File: src/hw/rtl/kbud_pkg.sv
// kbud_pkg: shared types and constants for the keyed block unshuffle decryptor
// no dependencies
`timescale 1ns / 1ps
package kbud_pkg;
    localparam logic [1:0] KIND_DATA    = 2'd0;
    localparam logic [1:0] KIND_RESTART = 2'd1;
    localparam logic [1:0] KIND_END     = 2'd2;
    localparam logic [1:0] KIND_IGNORED = 2'd3;

    localparam logic [1:0] STATUS_DATA  = 2'd0;
    localparam logic [1:0] STATUS_CLEAN = 2'd1;
    localparam logic [1:0] STATUS_TRUNC = 2'd2;

    localparam logic [1:0] REG_KEY_LOW  = 2'd0;
    localparam logic [1:0] REG_KEY_HIGH = 2'd1;
    localparam logic [1:0] REG_ESCAPE   = 2'd2;
    localparam logic [1:0] REG_FILL     = 2'd3;

    typedef enum logic [2:0] {
        ST_IDLE,
        ST_PROBE,
        ST_RANK,
        ST_EMIT,
        ST_OUT,
        ST_FLUSH
    } state_t;
endpackage

File: src/hw/rtl/kbud_rank.sv
// kbud_rank: counts settled key values below a candidate (signed), one compare per step
// depends on kbud_pkg
`timescale 1ns / 1ps
module kbud_rank (
    input  logic       aclk,
    input  logic       clear,
    input  logic       step,
    input  logic [7:0] cand,
    input  logic [7:0] other,
    output logic [4:0] below,
    output logic       equal_seen
);
    import kbud_pkg::*;

    logic [4:0] below_reg;
    logic       equal_reg;

    always_ff @(posedge aclk) begin
        if (clear) begin
            below_reg <= '0;
            equal_reg <= 1'b0;
        end else if (step) begin
            if ($signed(other) < $signed(cand)) below_reg <= below_reg + 5'd1;
            if (other == cand) equal_reg <= 1'b1;
        end
    end

    assign below      = below_reg;
    assign equal_seen = equal_reg;
endmodule

File: src/hw/rtl/keyed_block_unshuffle_decrypt.sv
// Keyed block unshuffle decryptor. Items arrive on the s_ channel and results
// leave on the m_ channel; configuration registers are written on the cfg_
// channel, and the user must write them only while the block is idle, which
// the block itself does not enforce. A ciphertext byte that does not complete
// a block, a restart and an ignored kind are each taken without leaving the
// idle state; an end item loads its status result and then holds the input
// until that result is taken. A byte that completes a block starts the decode
// on one shared comparator: key position i is settled by probe attempts that
// compare it with every lower position, one more attempt for every collision
// with a lower position; every position is then ranked against all settled
// values; each plain byte is then formed and filtered in ST_EMIT and passed on
// in ST_OUT, and a closing ST_FLUSH state marks the last result. A result the
// receiver does not take stalls the decode and the input.
// depends on kbud_pkg, kbud_rank
`timescale 1ns / 1ps
module keyed_block_unshuffle_decrypt #(
    parameter int BLOCK_BYTES = 16
) (
    input  logic        aclk,
    input  logic        aresetn,
    input  logic        s_valid,
    output logic        s_ready,
    input  logic [1:0]  s_kind,
    input  logic [7:0]  s_cipher_byte,
    output logic        m_valid,
    input  logic        m_ready,
    output logic [7:0]  m_plain_byte,
    output logic [1:0]  m_status,
    output logic        m_last_of_run,
    output logic [31:0] m_decrypted_count,
    input  logic        cfg_valid,
    output logic        cfg_ready,
    input  logic [1:0]  cfg_index,
    input  logic [63:0] cfg_data
);
    import kbud_pkg::*;

    localparam int IW = $clog2(BLOCK_BYTES);

    logic [63:0] key_low_reg, key_high_reg;
    logic [7:0]  escape_reg, fill_reg;
    logic [7:0]  key_reg [16];
    logic [7:0]  uniq_reg [BLOCK_BYTES];
    logic [IW-1:0] rank_reg [BLOCK_BYTES];
    logic [7:0]  store_mem [BLOCK_BYTES];
    logic [4:0]  fill_level_reg;
    logic        escape_pending_reg;
    logic [31:0] total_reg;
    state_t      state_reg, state_next;
    logic [IW-1:0] i_reg;
    logic [4:0]  j_reg;
    logic [9:0]  s_reg;
    logic [7:0]  cur_reg;
    logic [7:0]  out_byte_reg;
    logic [1:0]  out_status_reg;
    logic        out_last_reg;
    logic        out_valid_reg;
    logic        pend_valid_reg;
    logic [7:0]  pend_byte_reg;
    logic        hold_valid_reg;
    logic [7:0]  hold_byte_reg;

    logic        r_clear, r_step;
    logic [7:0]  r_cand, r_other;
    logic [4:0]  r_below;
    logic        r_equal;
    logic [7:0]  p_byte, k_byte;
    logic        is_last;
    logic [IW-1:0] rk;
    logic        slot_free;
    logic        out_load;
    logic [7:0]  out_byte_next;
    logic [1:0]  out_status_next;
    logic        out_last_next;

    kbud_rank u_rank (
        .aclk(aclk), .clear(r_clear), .step(r_step), .cand(r_cand),
        .other(r_other), .below(r_below), .equal_seen(r_equal)
    );

    assign s_ready   = (state_reg == ST_IDLE) && !out_valid_reg;
    assign cfg_ready = 1'b1;
    assign m_valid   = out_valid_reg;
    assign m_plain_byte = out_byte_reg;
    assign m_status  = out_status_reg;
    assign m_last_of_run = out_last_reg;
    assign m_decrypted_count = total_reg;

    assign r_cand  = (state_reg == ST_PROBE) ? cur_reg : uniq_reg[i_reg];
    assign r_other = uniq_reg[j_reg[IW-1:0]];
    assign r_step  = (state_reg == ST_PROBE) ? (j_reg < 5'(i_reg))
                   : (state_reg == ST_RANK)  ? (j_reg < 5'(BLOCK_BYTES)) : 1'b0;
    assign r_clear = !r_step;

    assign rk     = r_below[IW-1:0];
    assign k_byte = key_reg[i_reg];
    assign p_byte = store_mem[rank_reg[i_reg]] ^ k_byte;
    assign is_last = (i_reg == IW'(BLOCK_BYTES - 1));
    assign slot_free = !out_valid_reg || m_ready;

    always_comb begin
        state_next = state_reg;
        out_load = 1'b0;
        out_byte_next = hold_byte_reg;
        out_status_next = STATUS_DATA;
        out_last_next = 1'b0;
        unique case (state_reg)
            ST_IDLE: if (s_valid && s_ready) begin
                if (s_kind == KIND_DATA && fill_level_reg == 5'(BLOCK_BYTES - 1))
                    state_next = ST_PROBE;
                if (s_kind == KIND_END) begin
                    out_load = 1'b1;
                    out_byte_next = 8'd0;
                    out_status_next = (fill_level_reg == 5'd0) ? STATUS_CLEAN
                                                               : STATUS_TRUNC;
                    out_last_next = 1'b1;
                end
            end
            ST_PROBE: if (j_reg == 5'(i_reg) && !r_equal && i_reg == IW'(BLOCK_BYTES - 1))
                          state_next = ST_RANK;
            ST_RANK:  if (j_reg == 5'(BLOCK_BYTES) && is_last) state_next = ST_EMIT;
            ST_EMIT:  state_next = ST_OUT;
            ST_OUT: if (slot_free) begin
                // a held byte goes out once a later byte of the block survives
                out_load = pend_valid_reg && hold_valid_reg;
                state_next = is_last ? ST_FLUSH : ST_EMIT;
            end
            ST_FLUSH: if (slot_free) begin
                out_load = hold_valid_reg;
                out_last_next = 1'b1;
                state_next = ST_IDLE;
            end
            default:  state_next = ST_IDLE;
        endcase
    end

    always_ff @(posedge aclk) begin
        if (!aresetn) begin
            state_reg <= ST_IDLE;
            key_low_reg <= '0;
            key_high_reg <= '0;
            escape_reg <= 8'd27;
            fill_reg <= 8'd0;
            for (int k = 0; k < 16; k++) key_reg[k] <= 8'd0;
            fill_level_reg <= '0;
            escape_pending_reg <= 1'b0;
            total_reg <= '0;
            out_valid_reg <= 1'b0;
            pend_valid_reg <= 1'b0;
            hold_valid_reg <= 1'b0;
            i_reg <= '0;
            j_reg <= '0;
        end else begin
            state_reg <= state_next;
            if (cfg_valid) begin
                unique case (cfg_index)
                    REG_KEY_LOW:  key_low_reg <= cfg_data;
                    REG_KEY_HIGH: key_high_reg <= cfg_data;
                    REG_ESCAPE:   escape_reg <= cfg_data[7:0];
                    REG_FILL:     fill_reg <= cfg_data[7:0];
                    default: ;
                endcase
            end
            if (out_load) begin
                out_byte_reg <= out_byte_next;
                out_status_reg <= out_status_next;
                out_last_reg <= out_last_next;
                out_valid_reg <= 1'b1;
            end else if (m_ready) begin
                out_valid_reg <= 1'b0;
            end
            unique case (state_reg)
                ST_IDLE: if (s_valid && s_ready) begin
                    unique case (s_kind)
                        KIND_RESTART: begin
                            for (int k = 0; k < 8; k++) begin
                                key_reg[k]   <= key_low_reg[8*k +: 8];
                                key_reg[k+8] <= key_high_reg[8*k +: 8];
                            end
                            fill_level_reg <= '0;
                            escape_pending_reg <= 1'b0;
                            total_reg <= '0;
                        end
                        KIND_END: begin
                            fill_level_reg <= '0;
                        end
                        KIND_DATA: begin
                            store_mem[fill_level_reg[IW-1:0]] <= s_cipher_byte;
                            if (fill_level_reg == 5'(BLOCK_BYTES - 1)) begin
                                fill_level_reg <= '0;
                                i_reg <= '0;
                                j_reg <= '0;
                                s_reg <= 10'd1;
                                cur_reg <= key_reg[0];
                            end else begin
                                fill_level_reg <= fill_level_reg + 5'd1;
                            end
                        end
                        default: ;
                    endcase
                end
                ST_PROBE: begin
                    if (j_reg < 5'(i_reg)) begin
                        j_reg <= j_reg + 5'd1;
                    end else if (r_equal) begin
                        cur_reg <= s_reg[0] ? cur_reg + s_reg[7:0] : cur_reg - s_reg[7:0];
                        s_reg <= s_reg + 10'd1;
                        j_reg <= '0;
                    end else begin
                        uniq_reg[i_reg] <= cur_reg;
                        j_reg <= '0;
                        s_reg <= 10'd1;
                        if (!is_last) begin
                            i_reg <= i_reg + IW'(1);
                            cur_reg <= key_reg[i_reg + IW'(1)];
                        end else begin
                            i_reg <= '0;
                        end
                    end
                end
                ST_RANK: begin
                    if (j_reg < 5'(BLOCK_BYTES)) begin
                        j_reg <= j_reg + 5'd1;
                    end else begin
                        rank_reg[i_reg] <= rk;
                        j_reg <= '0;
                        i_reg <= is_last ? '0 : i_reg + IW'(1);
                        if (is_last) total_reg <= total_reg + 32'(BLOCK_BYTES);
                    end
                end
                ST_EMIT: begin
                    key_reg[i_reg] <= i_reg[0] ? ~(p_byte - k_byte) : ~(p_byte + k_byte);
                    pend_byte_reg <= p_byte;
                    if (escape_pending_reg) begin
                        pend_valid_reg <= 1'b1;
                        if (p_byte == fill_reg || p_byte != escape_reg)
                            escape_pending_reg <= 1'b0;
                    end else if (p_byte == escape_reg) begin
                        escape_pending_reg <= 1'b1;
                        pend_valid_reg <= 1'b0;
                    end else begin
                        pend_valid_reg <= (p_byte != fill_reg);
                    end
                end
                ST_OUT: if (slot_free) begin
                    if (pend_valid_reg) begin
                        hold_byte_reg <= pend_byte_reg;
                        hold_valid_reg <= 1'b1;
                    end
                    i_reg <= is_last ? '0 : i_reg + IW'(1);
                end
                ST_FLUSH: if (slot_free) hold_valid_reg <= 1'b0;
                default: ;
            endcase
        end
    end
endmodule
File: config.mk
export PLATFORM = sky130hd
export DESIGN_NAME = keyed_block_unshuffle_decrypt
export DESIGN_NICKNAME = d
export VERILOG_FILES = /design/src/hw/rtl/kbud_pkg.sv /design/src/hw/rtl/kbud_rank.sv /design/src/hw/rtl/keyed_block_unshuffle_decrypt.sv
export SDC_FILE = /design/constraint.sdc
export NUM_CORES = 1
export LEC_CHECK = 0
export BUFFER_PORTS_ARGS = -buffer_cell sky130_fd_sc_hd__buf_4
export CAP_MARGIN = 20
export CORE_UTILIZATION = 57
export CTS_BUF_LIST = sky130_fd_sc_hd__clkbuf_4
export CTS_CLUSTER_DIAMETER = 30
export DETAILED_ROUTE_END_ITERATION = 6
export MAX_ROUTING_LAYER = met4
export PLACE_DENSITY = 0.74
export SLEW_MARGIN = 20
export SYNTH_ARGS = -nofsm -noshare
export SYNTH_HDL_FRONTEND = slang
export SYNTH_HIERARCHICAL = 1
export SYNTH_SLANG_ARGS = --single-unit
File: constraint.sdc
create_clock -name aclk -period 11.1 [get_ports aclk]
set_input_delay 1.11 -clock aclk [delete_from_list [all_inputs] [get_ports aclk]]
set_output_delay 1.11 -clock aclk [all_outputs]
set_load 0.05 [all_outputs]
Yosys cells after proc, flatten, opt, wreduce, memory -nomap -nowiden
Memory sizes are Yosys's and may differ from the RTL's. A register that Yosys moved wholly into a read port is not among the register bits.
Index checks and enable logic that the tools add are counted.

word-level totals
  register bits after elaboration = 248
  bits in latches = 0
  memory bits (writable) = 448
  ROM bits = 0
  bits of input ports = 81
  output and inout port bits = 46
  word-level logic and storage cells = 257
  memories = 4

operators by class
  add/sub/neg operators = 10
  multipliers = 0
  divide/modulo/power cells = 0
  magnitude comparators = 3
  equality and inequality tests = 34
  shift-type cells = 0
  muxes and demuxes = 123
  bitwise gates (word level) = 19
  reductions and logical operators = 42

memories
  memory     words  bits a word  rd ports  clocked after Yosys merged registers in  write ports  line                                 text
  key_reg    16     8            3         1                                        16           keyed_block_unshuffle_decrypt.sv:42  logic [7:0] key_reg [16];
  store_mem  16     8            1         0                                        1            keyed_block_unshuffle_decrypt.sv:45  logic [7:0] store_mem [BLOCK_BYTES];
  uniq_reg   16     8            2         2                                        1            keyed_block_unshuffle_decrypt.sv:43  logic [7:0] uniq_reg [BLOCK_BYTES];
  rank_reg   16     4            1         1                                        1            keyed_block_unshuffle_decrypt.sv:44  logic [IW-1:0] rank_reg [BLOCK_BYTES];

operators with widths
  operator                                                                  number
  8-bit two-way mux                                                         29
  32-bit two-way mux                                                        4
  4-bit two-way mux                                                         17
  32-bit case mux with 2 select lines                                       1
  10-bit two-way mux                                                        5
  1-bit two-way mux                                                         43
  32-bit by 5-bit adder with 32-bit output (second input constant)          1
  5-bit two-way mux                                                         6
  8-bit equality test                                                       3
  3-bit two-way mux                                                         7
  10-bit case mux with 2 select lines                                       1
  3-bit case mux with 6 select lines                                        1
  8-bit adder                                                               2
  8-bit inequality test                                                     2
  8-bit NOT                                                                 2
  1-bit bitwise OR                                                          16
  4-bit case mux with 4 select lines                                        1
  8-bit case mux with 2 select lines                                        1
  8-bit subtractor                                                          2
  5-bit by 1-bit adder with 5-bit output (second input constant)            3
  5-bit case mux with 3 select lines                                        1
  2-bit by 1-bit inequality test with 1-bit output (second input constant)  7
  2-bit inequality test (second input constant)                             7
  2-bit AND reduction                                                       6
  other kinds (37)                                                          63

Depth between registers and ports, before layout
Gate-level depths: netlist of run 1.

  depth after elaboration = 9
  gate-level depth with buffers = 29
  mapped depth without buffers = 20

Hierarchy
The synthesis of run 1 kept the hierarchy.

by module, submodules not included
  module                         times used  cells each  area each (µm²)  seq. area each (µm²)
  keyed_block_unshuffle_decrypt  1           2611        31836.8          18768.0
  kbud_rank                      1           68          581.8            120.1

Least setup slack after synthesis of run 1
No wires, ideal clock.

  kind = register -> register
  start point = reg with a tool-made name
  end point = reg u_rank.below_reg[3], in the netlist u_rank/below[3]
  library setup time = 123 ps
  data arrival time = 5026 ps
  required time = 10977 ps
  slack = 5951 ps
  stages on the path, launching flop included = 19
  buffers on the path = 7
  clock period less this slack = 5149 ps
  path through = dfxtp_1 -> buf_6 -> buf_6 -> buf_4 -> buf_6 -> buf_1 -> buf_2 -> buf_1 -> mux4_2 -> mux4_2 -> nand2_1 -> nand2_1 -> inv_1 -> ha_1 -> a211oi_1 -> o22ai_2 -> or4_1 -> o31ai_1 -> mux2_1

RTL lines
  item                    line             text
  end signal: assignment  kbud_rank.sv:23  if ($signed(other) < $signed(cand)) below_reg <= below_reg + 5'd1;
  end: declaration        kbud_rank.sv:15  logic [4:0] below_reg;

==> results of run 1 <==
[critical path, delay by kind of cell (launching register included)]
family	cells	cell delay [ps]
AOI/OAI and AO/OA	6	1610
and+or+nand+nor	4	1480
xor gates and xnor gates	2	1470
buffers and inverters	2	760
DFF	1	670
adders and majority gates	1	390
[layout make-up]
type,count,area share [%]
Clock inverter,55,0.905
Sequential cell,697,52.3
Tap cell,748,2.59
Multi-Input combinational cell,1750,34.8
Timing Repair Buffer,158,3.29
Inverter,53,0.562
Clock buffer,265,5.52
Antenna cell,2,0.0139
[per-stage QoR]
stage | instances | power (W) | area (µm²)
floorplan | 2674 | 0.00302 | 32400
global placement | 3406 | 0.00310 | 33700
detailed placement | 3406 | 0.00311 | 33700
CTS | 3726 | 0.00530 | 36100
global route | 3728 | 0.00545 | 36100
finish | 3728 | 0.00526 | 36100
[layer usage]
| layer | share of wire [%] | vias up | GRT usage, % |
|---|---|---|---|
| met5 | 0 | - | - |
| met4 | 3.8 | 0 | 13.8 |
| met3 | 8.9 | 196 | 7.16 |
| met2 | 49 | 1196 | 47.6 |
| met1 | 38 | 11200 | 37.9 |
| li1 | - | 10200 | - |
[worst max-delay path by stage]
stage,depth (start not counted),slack (ps),end
after floorplan,18,5950,u_rank/below[3]
after global placement,15,4660,key_reg[15][7]
after detailed placement,15,4410,key_reg[15][7]
after CTS,15,4410,key_reg[0][7]
after global routing,15,3930,key_reg[0][7]
final,15,4400,key_reg[0][7]
[power by group through the flow]
stage	Combinational, W	Sequential (W)	Clock (W)
CTS	0.000217	0.00284	0.00224
detailed placement	0.000216	0.00290	0
floorplan	0.000132	0.00288	0
global route	0.000235	0.00284	0.00237
global placement	0.000210	0.00289	0
finish	0.000219	0.00284	0.00220
==> flow_summary.yaml, run 1 <==
sta:
  fin_crit_ps: 6700
  setup_violations: 0
  fmax_ghz: 0.149
  setup-tns-final_ps: 0
  finalCritPeriodShare_pct: 60.4
  grt_setup_unrepaired: "no"
  hold_viol_final: 0
  setup_slack_ps: 4400
  hold_ws_ps: 327
  fin_worst_skew_ps: 48.4
  worst_pin_slew_ps: 1170
  max_slew_margin_pct: 21.5
  drv_slew: 0
cells_and_area:
  layout_commonest_cell: "nand2_1"
  nets: 2967
  synthToLayoutAreaGrowth_pct: 11.5
  utilization_pct: 64.8
  fillCellCount: 4202
  regArea_um2: 18900
  layout_common_cells: "nand2_1 (567), edfxtp_1 (491), clkbuf_4 (265)"
  drive_above_1_share_pct: 22.6
  multiInputGateArea_um2: 12500
routing:
  ant_nets: 0
  drc: 0
  dr.first_iter.drc_count: 2671
  vias: 22800
  wl_per_cell_um: 22.3
  finalWirelength_mm: 83.0
  first_pass_iters: 6
  routed_via_density: 6.13
global_route:
  overflow: 0
  grt_pass1_wl_mm: 128
  grt_max_degree: 96
  antenna_found_initial: 2
  grt_pass1_vias: 22700
  grt_usage_pct: 30.5
yosys:
  syn_inst: 2671
  syn_avg_cell_area_um2: 12.1
  syn-cell-area_um2: 32300
  ys_warn_count: 6
pwr:
  seqPwrFrac_pct: 54.0
  clkPwrFrac_pct: 41.8
  power_density_nw_per_um2: 146
  cellLeakagePower_nw: 12.5
  pwr-share-comb_pct: 4.2
  vdd_ir_drop_max_v: 0.0000988
  switchingPower_w: 0.00121
  p_int_w: 0.00405
  swShare_pct: 23.0
placed_design:
  pre_cts_ws_ps: 4410
  gp_congestion: 0.997
  portBuffers: 121
  hpwl_mm: 57.0
clocking:
  cts_resized: 0
  cts_buffers: 176
  root_buffer: "clkbuf_4"
  clk_path_buf_depth: 3
  clock_sinks: 697
  htree_num_levels: 4
  clk_pin_slew_ps: 70
  clock_latency_ps: 1050
  cts_hold_buf: 0
  cts_tree: "yes"
  post_cts_buffers: 0
worst_setup_path:
  path_class: "reg -> reg"
  reg2regPathDepth: 15
  reg2reg_to: "key_reg[0][7]"
  crit_required_ps: 11820
  r2r_slack_ps: 4400
  path_cells: "buf_4, a2111oi_0, or4_1, nand2_4, and3_1, a31oi_1, o211ai_1, inv_1, ha_1, xnor2_1, nor2_1, a2111oi_4, a211oi_2, xor2_2, o21ai_0"
  endpoint_kind: "flop"
  cp_slowest_cell: "xor2_2"
  cp-start-kind: "flop"
  worstPathMaxFanout: 46
  critPathArrivalTime_ps: 7420
  critPathMaxStageDelay_ps: 840
floorplan:
  boundaryPins: 127
  initial_core_util_pct: 58.1
  num_rows: 86
  dieArea_um2: 57700
  die_w_um: 240
  core_um2: 55600
  die_h_um: 240
hold_path:
  hold_path_class: "in -> reg"
  hold_path_end: "key_low_reg[31]"
  hp-start: "cfg_data[31]"
  holdPathStages: 3
outcome:
  status: "finished, final reports clean"
flow_run:
  cap_viol_max_count: 0
No activity file was read; power rests on OpenSTA's default activity.
==> run 2, diff against run 1 <==
clock period = 6.2 ns   (was 11.1 ns; I/O delays follow)
==> flow_summary.yaml, run 2 (synthesis gave the netlist of run 1 again) <==
cells_and_area:
  fillCellCount: 4000
  synthToLayoutAreaGrowth_pct: 15.0
  regArea_um2: 18900
  layout_common_cells: "nand2_1 (567), edfxtp_1 (491), clkbuf_4 (279)"
  drive_above_1_share_pct: 22.9
  layout_commonest_cell: "nand2_1"
  multiInputGateArea_um2: 12500
  nets: 3069
flow_run:
  cap_viol_max_count: 0
worst_setup_path:
  endpoint_kind: "flop"
  path_class: "reg -> reg"
  cp-start-kind: "flop"
  worstPathMaxFanout: 28
  crit_required_ps: 6940
  critPathArrivalTime_ps: 6610
sta:
  drv_slew: 0
  finalCritPeriodShare_pct: 94.7
  grt_setup_unrepaired: "no"
  fin_worst_skew_ps: 50.3
  setup_slack_ps: 326
  worst_pin_slew_ps: 1090
  hold_viol_final: 0
  setup_violations: 0
  fmax_ghz: 0.170
  max_slew_margin_pct: 27.0
  setup-tns-final_ps: 0
  fin_crit_ps: 5870
routing:
  drc: 2
  vias: 23300
  wl_met3_mm: 7.17
  dr_wl_met2_mm: 40.6
  first_pass_iters: 7
  dr.first_iter.drc_count: 2306
  top_layer_used: "met4"
  wl_per_cell_um: 21.9
  wl_met1_mm: 32.8
  ant_nets: 0
  finalWirelength_mm: 84.0
  routed_via_density: 6.07
placed_design:
  portBuffers: 121
  gp_congestion: 0.983
  hpwl_mm: 57.2
  pre_cts_ws_ps: 408
global_route:
  antenna_found_initial: 1
  grt_max_degree: 105
  grt_pass1_vias: 23100
  overflow: 0
  grt_pass1_wl_mm: 129
  grt_usage_pct: 30.7
clocking:
  clock_sinks: 697
  htree_num_levels: 4
  cts_buffers: 180
  clock_latency_ps: 1030
  root_buffer: "clkbuf_4"
  clk_path_buf_depth: 3
  post_cts_buffers: 0
  cts_tree: "yes"
  clk_pin_slew_ps: 70
outcome:
  violations: "design-rule violations"
  status: "finished, violations left"
pwr:
  vdd_ir_drop_max_v: 0.000168
  cellLeakagePower_nw: 13.0
  power_density_nw_per_um2: 262
floorplan:
  die_w_um: 240
  initial_core_util_pct: 58.1
  boundaryPins: 127
  dieArea_um2: 57700
  die_h_um: 240
  core_um2: 55600
  num_rows: 86
hold_path:
  hold_path_class: "in -> reg"
==> run 2: cell count changes in the layout (fill, tap and decap cells not counted), sizes merged <==
| cell | previous run | this run |
|---|---|---|
| buf | 158 | 172 |
| bufinv | 3 | 6 |
| clkbuf | 265 | 279 |
| clkinv | 47 | 45 |
| clkinvlp | 3 | 1 |
| dlygate4sd3 | 0 | 84 |
| inv | 55 | 57 |
==> run 2: layout make-up <==
| cell class | instances | share of cell area, % |
|---|---|---|
| sequential | 697 | 50.7 |
| multi-input combinational | 1750 | 33.7 |
| timing repair buffer | 256 | 5.76 |
| clock buffer | 279 | 5.63 |
| tap | 748 | 2.52 |
| clock inverter | 56 | 1.09 |
| inverter | 53 | 0.545 |
| antenna | 2 | 0.0135 |
==> run 2: critical path, cell delays in order, from the launching register on <==
cell       delay (ps)
dfxtp_2           700
mux4_2            600
a22oi_1           290
nand2_2           310
buf_4             350
mux2i_1           170
mux2_2            290
a2bb2oi_1         130
o211ai_1          350
inv_1             140
ha_1              310
xnor2_1           650
nor2_1            180
a2111oi_4         390
a211oi_2          140
xor2_2            140
buf_4             290
o21ai_0           130
==> run 2: repair_timing <==
| action | CTS | global route |
|---|---|---|
| hold buffers | 84 | 0 |
| resized for setup | 0 | 1 |
| setup endpoints to repair | 0 | 1 |
| endpoints found under the hold margin | 277 | 0 |
==> run 2: path summary, 6_finish.rpt <==
kind / start / end / slack [ps] / cells after the start
max: flop / key_reg[1][7] / 330 / 17
min: cfg_valid / escape_reg[7] / 120 / 5
max reg2reg: flop / key_reg[1][7] / 330 / 17
min reg2reg: pend_byte_reg[5] / hold_byte_reg[5] / 420 / 0
==> run 2: report_power, final <==
part | switching, W | internal [W] | leakage, nW
Sequential | 0.0000566 | 0.00503 | 6.42
Clock | 0.00190 | 0.00231 | 1.49
Combinational | 0.000275 | 0.000174 | 5.13
Total | 0.00223 | 0.00751 | 13.0
==> run 2: metrics by stage <==
step,util (%),area [µm²],hold WS [ps],total power [W],instances
CTS,66.9,37200,5.50,0.00980,3839
finish,66.9,37200,118,0.00975,3841
global placement,60.8,33800,401,0.00557,3420
global route,66.9,37200,90.7,0.0101,3840
detailed placement,60.9,33900,410,0.00558,3420
floorplan,-,32400,400,0.00540,2674
==> run 2: layer usage <==
metal / track usage (%) / vias up
li1: - / 10500
met3: 7.03 / 229
met1: 38.7 / 11400
met2: 47.0 / 1189
met4: 14.9 / 0
met5: - / -
